===== src/rtl/core/sha256_hash_engine_unit_macros.svh =====
// Assertion macros for the hash engine
`ifndef SHA256_HASH_ENGINE_UNIT_MACROS_SVH
`define SHA256_HASH_ENGINE_UNIT_MACROS_SVH
`ifndef SYNTHESIS
`define SHA_ASSERT_IMP(lbl, ante, cons) \
  lbl: assert property (@(posedge clk) disable iff (!rst_n) (ante) |-> (cons)) \
    else $error("sha256 check failed");
`define SHA_ASSERT_NXT(lbl, ante, cons) \
  lbl: assert property (@(posedge clk) disable iff (!rst_n) (ante) |=> (cons)) \
    else $error("sha256 check failed");
`else
`define SHA_ASSERT_IMP(lbl, ante, cons)
`define SHA_ASSERT_NXT(lbl, ante, cons)
`endif
`endif


===== src/rtl/core/sha_pkg.sv =====
package sha_pkg;

  localparam int unsigned QDepth = 4;
  localparam int unsigned QPtrW  = $clog2(QDepth);

  // One message word on its way from packer to compressor
  typedef struct packed {
    logic [31:0] word;
    logic        blk_end;
    logic        msg_end;
  } q_entry_t;

  // Queue status seen by the packer
  typedef struct packed {
    logic full;
  } q_stat_t;

  function automatic logic [31:0] sha_iv(input logic [2:0] i);
    logic [31:0] v;
    case (i)
      3'd0: v = 32'h6a09e667;
      3'd1: v = 32'hbb67ae85;
      3'd2: v = 32'h3c6ef372;
      3'd3: v = 32'ha54ff53a;
      3'd4: v = 32'h510e527f;
      3'd5: v = 32'h9b05688c;
      3'd6: v = 32'h1f83d9ab;
      3'd7: v = 32'h5be0cd19;
      default: v = 32'h6a09e667;
    endcase
    return v;
  endfunction

  function automatic logic [31:0] sha_k(input logic [5:0] i);
    logic [31:0] v;
    case (i)
      6'd0:  v = 32'h428a2f98; 6'd1:  v = 32'h71374491; 6'd2:  v = 32'hb5c0fbcf;
      6'd3:  v = 32'he9b5dba5; 6'd4:  v = 32'h3956c25b; 6'd5:  v = 32'h59f111f1;
      6'd6:  v = 32'h923f82a4; 6'd7:  v = 32'hab1c5ed5; 6'd8:  v = 32'hd807aa98;
      6'd9:  v = 32'h12835b01; 6'd10: v = 32'h243185be; 6'd11: v = 32'h550c7dc3;
      6'd12: v = 32'h72be5d74; 6'd13: v = 32'h80deb1fe; 6'd14: v = 32'h9bdc06a7;
      6'd15: v = 32'hc19bf174; 6'd16: v = 32'he49b69c1; 6'd17: v = 32'hefbe4786;
      6'd18: v = 32'h0fc19dc6; 6'd19: v = 32'h240ca1cc; 6'd20: v = 32'h2de92c6f;
      6'd21: v = 32'h4a7484aa; 6'd22: v = 32'h5cb0a9dc; 6'd23: v = 32'h76f988da;
      6'd24: v = 32'h983e5152; 6'd25: v = 32'ha831c66d; 6'd26: v = 32'hb00327c8;
      6'd27: v = 32'hbf597fc7; 6'd28: v = 32'hc6e00bf3; 6'd29: v = 32'hd5a79147;
      6'd30: v = 32'h06ca6351; 6'd31: v = 32'h14292967; 6'd32: v = 32'h27b70a85;
      6'd33: v = 32'h2e1b2138; 6'd34: v = 32'h4d2c6dfc; 6'd35: v = 32'h53380d13;
      6'd36: v = 32'h650a7354; 6'd37: v = 32'h766a0abb; 6'd38: v = 32'h81c2c92e;
      6'd39: v = 32'h92722c85; 6'd40: v = 32'ha2bfe8a1; 6'd41: v = 32'ha81a664b;
      6'd42: v = 32'hc24b8b70; 6'd43: v = 32'hc76c51a3; 6'd44: v = 32'hd192e819;
      6'd45: v = 32'hd6990624; 6'd46: v = 32'hf40e3585; 6'd47: v = 32'h106aa070;
      6'd48: v = 32'h19a4c116; 6'd49: v = 32'h1e376c08; 6'd50: v = 32'h2748774c;
      6'd51: v = 32'h34b0bcb5; 6'd52: v = 32'h391c0cb3; 6'd53: v = 32'h4ed8aa4a;
      6'd54: v = 32'h5b9cca4f; 6'd55: v = 32'h682e6ff3; 6'd56: v = 32'h748f82ee;
      6'd57: v = 32'h78a5636f; 6'd58: v = 32'h84c87814; 6'd59: v = 32'h8cc70208;
      6'd60: v = 32'h90befffa; 6'd61: v = 32'ha4506ceb; 6'd62: v = 32'hbef9a3f7;
      6'd63: v = 32'hc67178f2;
      default: v = 32'h428a2f98;
    endcase
    return v;
  endfunction

endpackage


===== src/rtl/core/sha_front.sv =====
module sha_front import sha_pkg::*; (
  input  logic       clk,
  input  logic       rst_n,
  input  logic       in_valid,
  output logic       in_ready,
  input  logic [7:0] in_data_byte,
  input  logic       in_byte_present,
  input  logic       in_end_of_message,
  input  q_stat_t    q_stat,
  output logic       q_push,
  output q_entry_t   q_data
);

  typedef enum logic [4:0] {
    F_ACCEPT = 5'b00001,
    F_MARK   = 5'b00010,
    F_ZERO   = 5'b00100,
    F_LEN_HI = 5'b01000,
    F_LEN_LO = 5'b10000
  } fstate_t;

  fstate_t     state_r, state_nxt;
  logic [31:0] acc_r, acc_nxt;
  logic [1:0]  bpos_r, bpos_nxt;
  logic [3:0]  wpos_r, wpos_nxt;
  logic [63:0] len_r, len_nxt;
  logic [31:0] acc_byte, acc_mark;

  assign in_ready = (state_r == F_ACCEPT) && !q_stat.full;

  // Place the incoming byte and the padding marker at the current byte slot
  always_comb begin
    acc_byte = acc_r;
    acc_mark = acc_r;
    case (bpos_r)
      2'd0: begin acc_byte[31:24] = in_data_byte; acc_mark[31:24] = 8'h80; end
      2'd1: begin acc_byte[23:16] = in_data_byte; acc_mark[23:16] = 8'h80; end
      2'd2: begin acc_byte[15:8]  = in_data_byte; acc_mark[15:8]  = 8'h80; end
      2'd3: begin acc_byte[7:0]   = in_data_byte; acc_mark[7:0]   = 8'h80; end
      default: begin acc_byte = acc_r; acc_mark = acc_r; end
    endcase
  end

  // Pack bytes into words, then walk the padding words on end of message
  always_comb begin
    state_nxt = state_r;
    acc_nxt   = acc_r;
    bpos_nxt  = bpos_r;
    wpos_nxt  = wpos_r;
    len_nxt   = len_r;
    q_push    = 1'b0;
    q_data    = '{word: acc_byte, blk_end: (wpos_r == 4'd15), msg_end: 1'b0};
    case (state_r)
      F_ACCEPT: begin
        if (in_valid && in_ready) begin
          if (in_byte_present) begin
            len_nxt = len_r + 64'd8;
            if (bpos_r == 2'd3) begin
              q_push   = 1'b1;
              acc_nxt  = '0;
              bpos_nxt = 2'd0;
              wpos_nxt = wpos_r + 4'd1;
            end else begin
              acc_nxt  = acc_byte;
              bpos_nxt = bpos_r + 2'd1;
            end
          end
          if (in_end_of_message) state_nxt = F_MARK;
        end
      end
      F_MARK: begin
        q_data.word = acc_mark;
        if (!q_stat.full) begin
          q_push    = 1'b1;
          acc_nxt   = '0;
          bpos_nxt  = 2'd0;
          wpos_nxt  = wpos_r + 4'd1;
          state_nxt = (wpos_r == 4'd13) ? F_LEN_HI : F_ZERO;
        end
      end
      F_ZERO: begin
        q_data.word = '0;
        if (!q_stat.full) begin
          q_push   = 1'b1;
          wpos_nxt = wpos_r + 4'd1;
          if (wpos_r == 4'd13) state_nxt = F_LEN_HI;
        end
      end
      F_LEN_HI: begin
        q_data.word = len_r[63:32];
        if (!q_stat.full) begin
          q_push    = 1'b1;
          wpos_nxt  = wpos_r + 4'd1;
          state_nxt = F_LEN_LO;
        end
      end
      F_LEN_LO: begin
        q_data.word    = len_r[31:0];
        q_data.msg_end = 1'b1;
        if (!q_stat.full) begin
          q_push    = 1'b1;
          wpos_nxt  = 4'd0;
          len_nxt   = '0;
          state_nxt = F_ACCEPT;
        end
      end
      default: state_nxt = F_ACCEPT;
    endcase
  end

  always_ff @(posedge clk) begin
    if (!rst_n) begin
      state_r <= F_ACCEPT;
      acc_r   <= '0;
      bpos_r  <= '0;
      wpos_r  <= '0;
      len_r   <= '0;
    end else begin
      state_r <= state_nxt;
      acc_r   <= acc_nxt;
      bpos_r  <= bpos_nxt;
      wpos_r  <= wpos_nxt;
      len_r   <= len_nxt;
    end
  end

endmodule


===== src/rtl/core/sha_queue.sv =====
module sha_queue import sha_pkg::*; (
  input  logic     clk,
  input  logic     rst_n,
  input  logic     push,
  input  q_entry_t push_data,
  output q_stat_t  stat,
  output logic     pop_valid,
  input  logic     pop,
  output q_entry_t pop_data
);

  q_entry_t         mem_r [QDepth];
  logic [QPtrW-1:0] wr_r, rd_r;
  logic [QPtrW:0]   cnt_r;

  assign stat.full = (cnt_r == (QPtrW+1)'(QDepth));
  assign pop_valid = (cnt_r != '0);
  assign pop_data  = mem_r[rd_r];

  // Store entries
  always_ff @(posedge clk) begin
    if (push) mem_r[wr_r] <= push_data;
  end

  // Advance pointers and occupancy
  always_ff @(posedge clk) begin
    if (!rst_n) begin
      wr_r  <= '0;
      rd_r  <= '0;
      cnt_r <= '0;
    end else begin
      if (push) wr_r <= wr_r + 1'b1;
      if (pop)  rd_r <= rd_r + 1'b1;
      if (push && !pop)      cnt_r <= cnt_r + 1'b1;
      else if (pop && !push) cnt_r <= cnt_r - 1'b1;
    end
  end

endmodule


===== src/rtl/core/sha_back.sv =====
module sha_back import sha_pkg::*; (
  input  logic        clk,
  input  logic        rst_n,
  input  logic        q_valid,
  input  q_entry_t    q_data,
  output logic        q_pop,
  output logic        out_valid,
  input  logic        out_ready,
  output logic [31:0] out_digest_word,
  output logic [2:0]  out_word_index,
  output logic        out_digest_last
);

  typedef enum logic [3:0] {
    B_LOAD  = 4'b0001,
    B_ROUND = 4'b0010,
    B_ADD   = 4'b0100,
    B_OUT   = 4'b1000
  } bstate_t;

  bstate_t     state_r;
  logic [31:0] w_r   [16];
  logic [31:0] st_r  [8];
  logic [31:0] chain_r [8];
  logic [5:0]  rnd_r;
  logic [2:0]  idx_r;
  logic        msg_end_r;
  logic [31:0] w_new, t1, t2, s0, s1, bs0, bs1, ch, mj;
  logic [31:0] a, b, c, d, e, f, g, h;

  assign a = st_r[0]; assign b = st_r[1]; assign c = st_r[2]; assign d = st_r[3];
  assign e = st_r[4]; assign f = st_r[5]; assign g = st_r[6]; assign h = st_r[7];

  // Message schedule and round function
  always_comb begin
    s0    = {w_r[1][6:0], w_r[1][31:7]} ^ {w_r[1][17:0], w_r[1][31:18]} ^ (w_r[1] >> 3);
    s1    = {w_r[14][16:0], w_r[14][31:17]} ^ {w_r[14][18:0], w_r[14][31:19]}
            ^ (w_r[14] >> 10);
    w_new = w_r[0] + s0 + w_r[9] + s1;
    bs1   = {e[5:0], e[31:6]} ^ {e[10:0], e[31:11]} ^ {e[24:0], e[31:25]};
    ch    = (e & f) ^ (~e & g);
    t1    = h + bs1 + ch + sha_k(rnd_r) + w_r[0];
    bs0   = {a[1:0], a[31:2]} ^ {a[12:0], a[31:13]} ^ {a[21:0], a[31:22]};
    mj    = (a & b) ^ (a & c) ^ (b & c);
    t2    = bs0 + mj;
  end

  assign q_pop           = (state_r == B_LOAD) && q_valid;
  assign out_valid       = (state_r == B_OUT);
  assign out_digest_word = chain_r[idx_r];
  assign out_word_index  = idx_r;
  assign out_digest_last = (idx_r == 3'd7);

  // Working registers and schedule window
  always_ff @(posedge clk) begin
    case (state_r)
      B_LOAD: begin
        if (q_pop) begin
          for (int i = 0; i < 15; i++) w_r[i] <= w_r[i+1];
          w_r[15] <= q_data.word;
          if (q_data.blk_end) begin
            for (int i = 0; i < 8; i++) st_r[i] <= chain_r[i];
            msg_end_r <= q_data.msg_end;
          end
        end
      end
      B_ROUND: begin
        for (int i = 0; i < 15; i++) w_r[i] <= w_r[i+1];
        w_r[15] <= w_new;
        st_r[7] <= g; st_r[6] <= f; st_r[5] <= e; st_r[4] <= d + t1;
        st_r[3] <= c; st_r[2] <= b; st_r[1] <= a; st_r[0] <= t1 + t2;
      end
      default: begin
      end
    endcase
  end

  // Sequence load, rounds, chaining add and digest output
  always_ff @(posedge clk) begin
    if (!rst_n) begin
      state_r <= B_LOAD;
      rnd_r   <= '0;
      idx_r   <= '0;
      for (int i = 0; i < 8; i++) chain_r[i] <= sha_iv(3'(i));
    end else begin
      case (state_r)
        B_LOAD: begin
          if (q_pop && q_data.blk_end) begin
            rnd_r   <= '0;
            state_r <= B_ROUND;
          end
        end
        B_ROUND: begin
          rnd_r <= rnd_r + 6'd1;
          if (rnd_r == 6'd63) state_r <= B_ADD;
        end
        B_ADD: begin
          for (int i = 0; i < 8; i++) chain_r[i] <= chain_r[i] + st_r[i];
          idx_r   <= '0;
          state_r <= msg_end_r ? B_OUT : B_LOAD;
        end
        B_OUT: begin
          if (out_ready) begin
            idx_r <= idx_r + 3'd1;
            if (idx_r == 3'd7) begin
              for (int i = 0; i < 8; i++) chain_r[i] <= sha_iv(3'(i));
              state_r <= B_LOAD;
            end
          end
        end
        default: state_r <= B_LOAD;
      endcase
    end
  end

endmodule


===== src/rtl/core/sha256_hash_engine_unit.sv =====
// Streaming SHA-256: one byte transaction per cycle while the packer is accepting and the word queue has room.
// Each 64-byte block is loaded as 16 words, then takes 64 rounds plus one chaining add
// in the compressor; the single round unit sets sustained throughput.
// End of message adds up to 2 padding blocks, then 8 digest transactions follow.
// Synchronous active-low reset returns the chaining value to the initial vector.
`include "sha256_hash_engine_unit_macros.svh"
module sha256_hash_engine_unit import sha_pkg::*; (
  input  logic        clk,
  input  logic        rst_n,
  input  logic        in_valid,
  output logic        in_ready,
  input  logic [7:0]  in_data_byte,
  input  logic        in_byte_present,
  input  logic        in_end_of_message,
  output logic        out_valid,
  input  logic        out_ready,
  output logic [31:0] out_digest_word,
  output logic [2:0]  out_word_index,
  output logic        out_digest_last
);

  q_stat_t  q_stat;
  q_entry_t q_in, q_out;
  logic     q_push, q_pop, q_valid;

  sha_front u_front (
    .clk, .rst_n, .in_valid, .in_ready, .in_data_byte, .in_byte_present,
    .in_end_of_message, .q_stat, .q_push, .q_data(q_in)
  );

  sha_queue u_queue (
    .clk, .rst_n, .push(q_push), .push_data(q_in), .stat(q_stat),
    .pop_valid(q_valid), .pop(q_pop), .pop_data(q_out)
  );

  sha_back u_back (
    .clk, .rst_n, .q_valid, .q_data(q_out), .q_pop, .out_valid, .out_ready,
    .out_digest_word, .out_word_index, .out_digest_last
  );

  `SHA_ASSERT_IMP(a_no_overflow, q_push, !q_stat.full || q_pop)
  `SHA_ASSERT_IMP(a_ready_room, in_ready, !q_stat.full)
  `SHA_ASSERT_NXT(a_index_step, out_valid && out_ready && !out_digest_last,
                  out_valid && (out_word_index == $past(out_word_index) + 3'd1))

endmodule

===== config.mk =====
export PLATFORM = sky130hd
export DESIGN_NAME = sha256_hash_engine_unit
export DESIGN_NICKNAME = d
export VERILOG_FILES = /design/src/rtl/core/sha_pkg.sv /design/src/rtl/core/sha_front.sv /design/src/rtl/core/sha_queue.sv /design/src/rtl/core/sha_back.sv /design/src/rtl/core/sha256_hash_engine_unit.sv
export VERILOG_INCLUDE_DIRS = /design/src /design/src/rtl/core
export SDC_FILE = /design/constraint.sdc
export NUM_CORES = 2
export LEC_CHECK = 0
export BUFFER_PORTS_ARGS = -buffer_cell sky130_fd_sc_hd__buf_2
export CELL_PAD_IN_SITES_DETAIL_PLACEMENT = 0
export CELL_PAD_IN_SITES_GLOBAL_PLACEMENT = 1
export CORE_ASPECT_RATIO = 1.2
export CORE_UTILIZATION = 56
export CTS_CLUSTER_DIAMETER = 40
export DETAILED_ROUTE_END_ITERATION = 10
export PLACE_DENSITY = 0.84
export SETUP_SLACK_MARGIN = 0.4
export SYNTH_ARGS = -nofsm -noshare
export SYNTH_HDL_FRONTEND = slang
export SYNTH_SLANG_ARGS = --single-unit

===== constraint.sdc =====
create_clock -name clk -period 21.3 [get_ports clk]
set_clock_uncertainty 0.1 [all_clocks]
set_input_delay 1.065 -clock clk [delete_from_list [all_inputs] [get_ports clk]]
set_output_delay 1.065 -clock clk [all_outputs]
set_load 0.05 [all_outputs]

==> results.json <==
{
  "status": "finished clean",
  "fmax_ghz": 0.1197,
  "grt_max_degree": 164,
  "num_rows": 148,
  "first_global_vias": 54870,
  "finalHoldViolations": 0,
  "finalNetCount": 7769,
  "final_layout_size_suffix_gt1_share_pct": 8.587,
  "drt_iter0_markers": 5615,
  "die_w_um": 339.6,
  "netlist_top_cells_count": "nand2_1, edfxtp_1, a21oi_1, xnor2_1, nor2_1",
  "vias_per_cell": 6.199,
  "gp_congestion": 0.9770,
  "drt-pass1-iter-count": 9,
  "fin_util_pct": 62.31,
  "synth_top_family_by_area": "compound AO/OA/AOI/OAI gates",
  "synth_nets": 7798,
  "gr-max-usage-layer": "met2",
  "whs_path_depth": 0,
  "root_buffer": "clkbuf_16",
  "cp_common_cell": "inv_1",
  "holdBufCountCts": 0,
  "finalWirelength_um": 244200,
  "startpoint_type": "flip-flop",
  "synth_ff_type": "edfxtp_1",
  "synth_edf_count": 1033,
  "min_period_ns": 8.352,
  "core-area_um2": 135700,
  "slowest_stage": "fa_1",
  "synth_fa_ha_area_share_pct": 12.00,
  "syn_area_per_cell_um2": 10.66,
  "synth_compound_area_share_pct": 13.11,
  "synth.mux.area_fraction_pct": 4.093,
  "grt-ovfl-total": 0,
  "fin_setup_tns_ns": 0,
  "synth_top_area_cell": "edfxtp_1",
  "drc": 0,
  "yosys_register_bits": 1322,
  "use_met3_pct": 5.905,
  "worstMarginPinSlew_ns": 1.182,
  "worstPathArrival_ns": 8.79,
  "cts_buffers": 174,
  "holdCritPathClass": "flip-flop to flip-flop",
  "slowest_delay_ns": 0.58,
  "postCtsSetupBuffers": 0,
  "rsz0062_at_grt": "no",
  "io_buffers": 51,
  "clock_latency_ns": 0.84,
  "vias": 56440,
  "cts.sinks": 1322,
  "fillers": 10820,
  "slew_headroom_pct": 20.99,
  "setup_viol": 0,
  "async_flop_share_pct": 0,
  "synth-xor-area-share_pct": 6.977,
  "yosysMostFrequentCell": "nand2_1",
  "clkTransAtPathRegs_ns": 0.06,
  "syn_to_final_growth_pct": 10.45,
  "hold-worst-slack_ns": 0.2879,
  "grtUsageMet2_pct": 60.86,
  "synthesis.area_um2": 76570,
  "ctsLongestPathBuffers": 3,
  "h-tree-depth": 4,
  "end_kind": "flip-flop",
  "crit_required_ns": 21.74,
  "grt.met1_usage_pct": 41.76,
  "grt_pass1_wl_um": 358800,
  "final_antenna_net_count": 0,
  "crit_fanout": 7,
  "critical_path_class": "flip-flop to flip-flop",
  "syn_inst": 7185,
  "cts_resized": 0,
  "antenna_found_initial": 17,
  "die_height_um": 407.1,
  "ys.warnings.count": 0,
  "ys_seq_area_share_pct": 48.06,
  "synth_area_leaders": "edfxtp_1, dfxtp_1, ha_1",
  "maxCapViolations": 0,
  "post_synth_and_or_nand_nor_area_fraction_pct": 12.24,
  "io_pins": 52,
  "dpl.hpwl_um": 180000,
  "fin_crit_sh_pct": 39.21,
  "cts_tree": "built",
  "detail_route.wl_per_cell_um": 26.82,
  "synth_top_area_share_pct": 40.51,
  "final_max_slew_viol_count": 0,
  "r2r_cells": 30,
  "ys_types": 97,
  "rrSetupSlack_ns": 12.95,
  "die-area_um2": 138200,
  "grt_usage_pct": 35.35,
  "start_util_pct": 56.41
}
-- per-layer routing --
| layer | up-vias | share of wire (%) |
|---|---|---|
| met3 | 593 | 6.4 |
| met1 | 27810 | 37 |
| met4 | 22 | 6.4 |
| met2 | 2315 | 50 |
| met5 | - | 0.061 |
| li1 | 25700 | - |
-- critical path, delay by kind of cell, from the launching register on --
family                     cells  cell delay [ns]
AOI/OAI and AO/OA             13             2.98
xor gates and xnor gates       4             1.05
DFF                            1             0.52
buffers and inverters          4             0.25
and+or+nand+nor                4             0.92
adders and majority gates      5             2.24
-- kinds of logic (layout without fill, tap and decap cells) --
family	after synthesis	after routing
simple gates	2150	2150
fa+ha+maj	621	621
compound gates	1585	1585
flops	1322	1322
mux	185	185
xor+xnor	610	610
other cells	0	2
buf+inv	712	829
-- cells in the final DEF, fill, tap and decap left out, types with 45 or more instances in the layout --
master / netlist / routed
and3_1: 61 / 61
xor2_1: 203 / 203
dfxtp_1: 289 / 285
inv_1: 377 / 373
buf_2: 16 / 51
clkbuf_16: 0 / 176
nor3_1: 99 / 99
mux2i_1: 45 / 45
fa_1: 196 / 196
nand3_1: 136 / 136
a211oi_1: 51 / 51
nand4_1: 47 / 47
mux4_2: 98 / 98
o21a_1: 49 / 49
edfxtp_1: 1033 / 1033
nand2b_1: 49 / 48
buf_4: 0 / 75
nor2_1: 405 / 401
xnor2_1: 407 / 407
nor2b_1: 62 / 62
o21ai_0: 387 / 386
a21oi_1: 470 / 469
a21o_1: 199 / 199
nand2_1: 1153 / 1150
ha_1: 403 / 403
-- worst paths after layout --
| kind | from | end |
|---|---|---|
| max | u_back.st_r[1][27] | u_back.st_r[0][30] |
| min | u_back.w_r[5][13] | u_back.w_r[4][13] |
| max reg2reg | u_back.st_r[1][27] | u_back.st_r[0][30] |
| min reg2reg | u_back.w_r[5][13] | u_back.w_r[4][13] |
-- area by class of cell --
type	instances	area (um^2)	area share, %
Clock inverter	131	1582	1.870
Sequential cell	1322	36820	43.53
Timing Repair Buffer	127	838.3	0.9911
Inverter	380	1436	1.698
Multi-Input combinational cell	5151	37180	43.96
Antenna cell	2	5.005	0.005917
Tap cell	1800	2252	2.663
Clock buffer	191	4471	5.286
-- metrics by stage --
stage,cells,setup WS [ns],area [um^2]
after floorplan,7185,7.599,76570
after global placement,8780,13.04,78520
after detailed placement,8780,13.01,78520
after CTS,9102,13.01,84570
after global routing,9102,12.62,84570
final,9104,12.95,84580
-- flip-flops by register name, indices dropped and copies added, names as in the netlist, named ones only --
register,flops
u_front.len_r,61
u_back.w_r,512
u_back.state_r,4
u_back.out_word_index,3
u_back.msg_end_r,1
u_back.rnd_r,6
u_front.bpos_r,2
u_queue.wr_r,2
u_front.state_r,5
u_queue.mem_r,136
u_back.chain_r,256
u_back.st_r,256
u_front.wpos_r,4
u_queue.cnt_r,3
u_front.acc_r,32
u_queue.rd_r,2
Power is not shown: default switching activity piles up to over one toggle a cycle in this logic, so the estimate is an artifact.
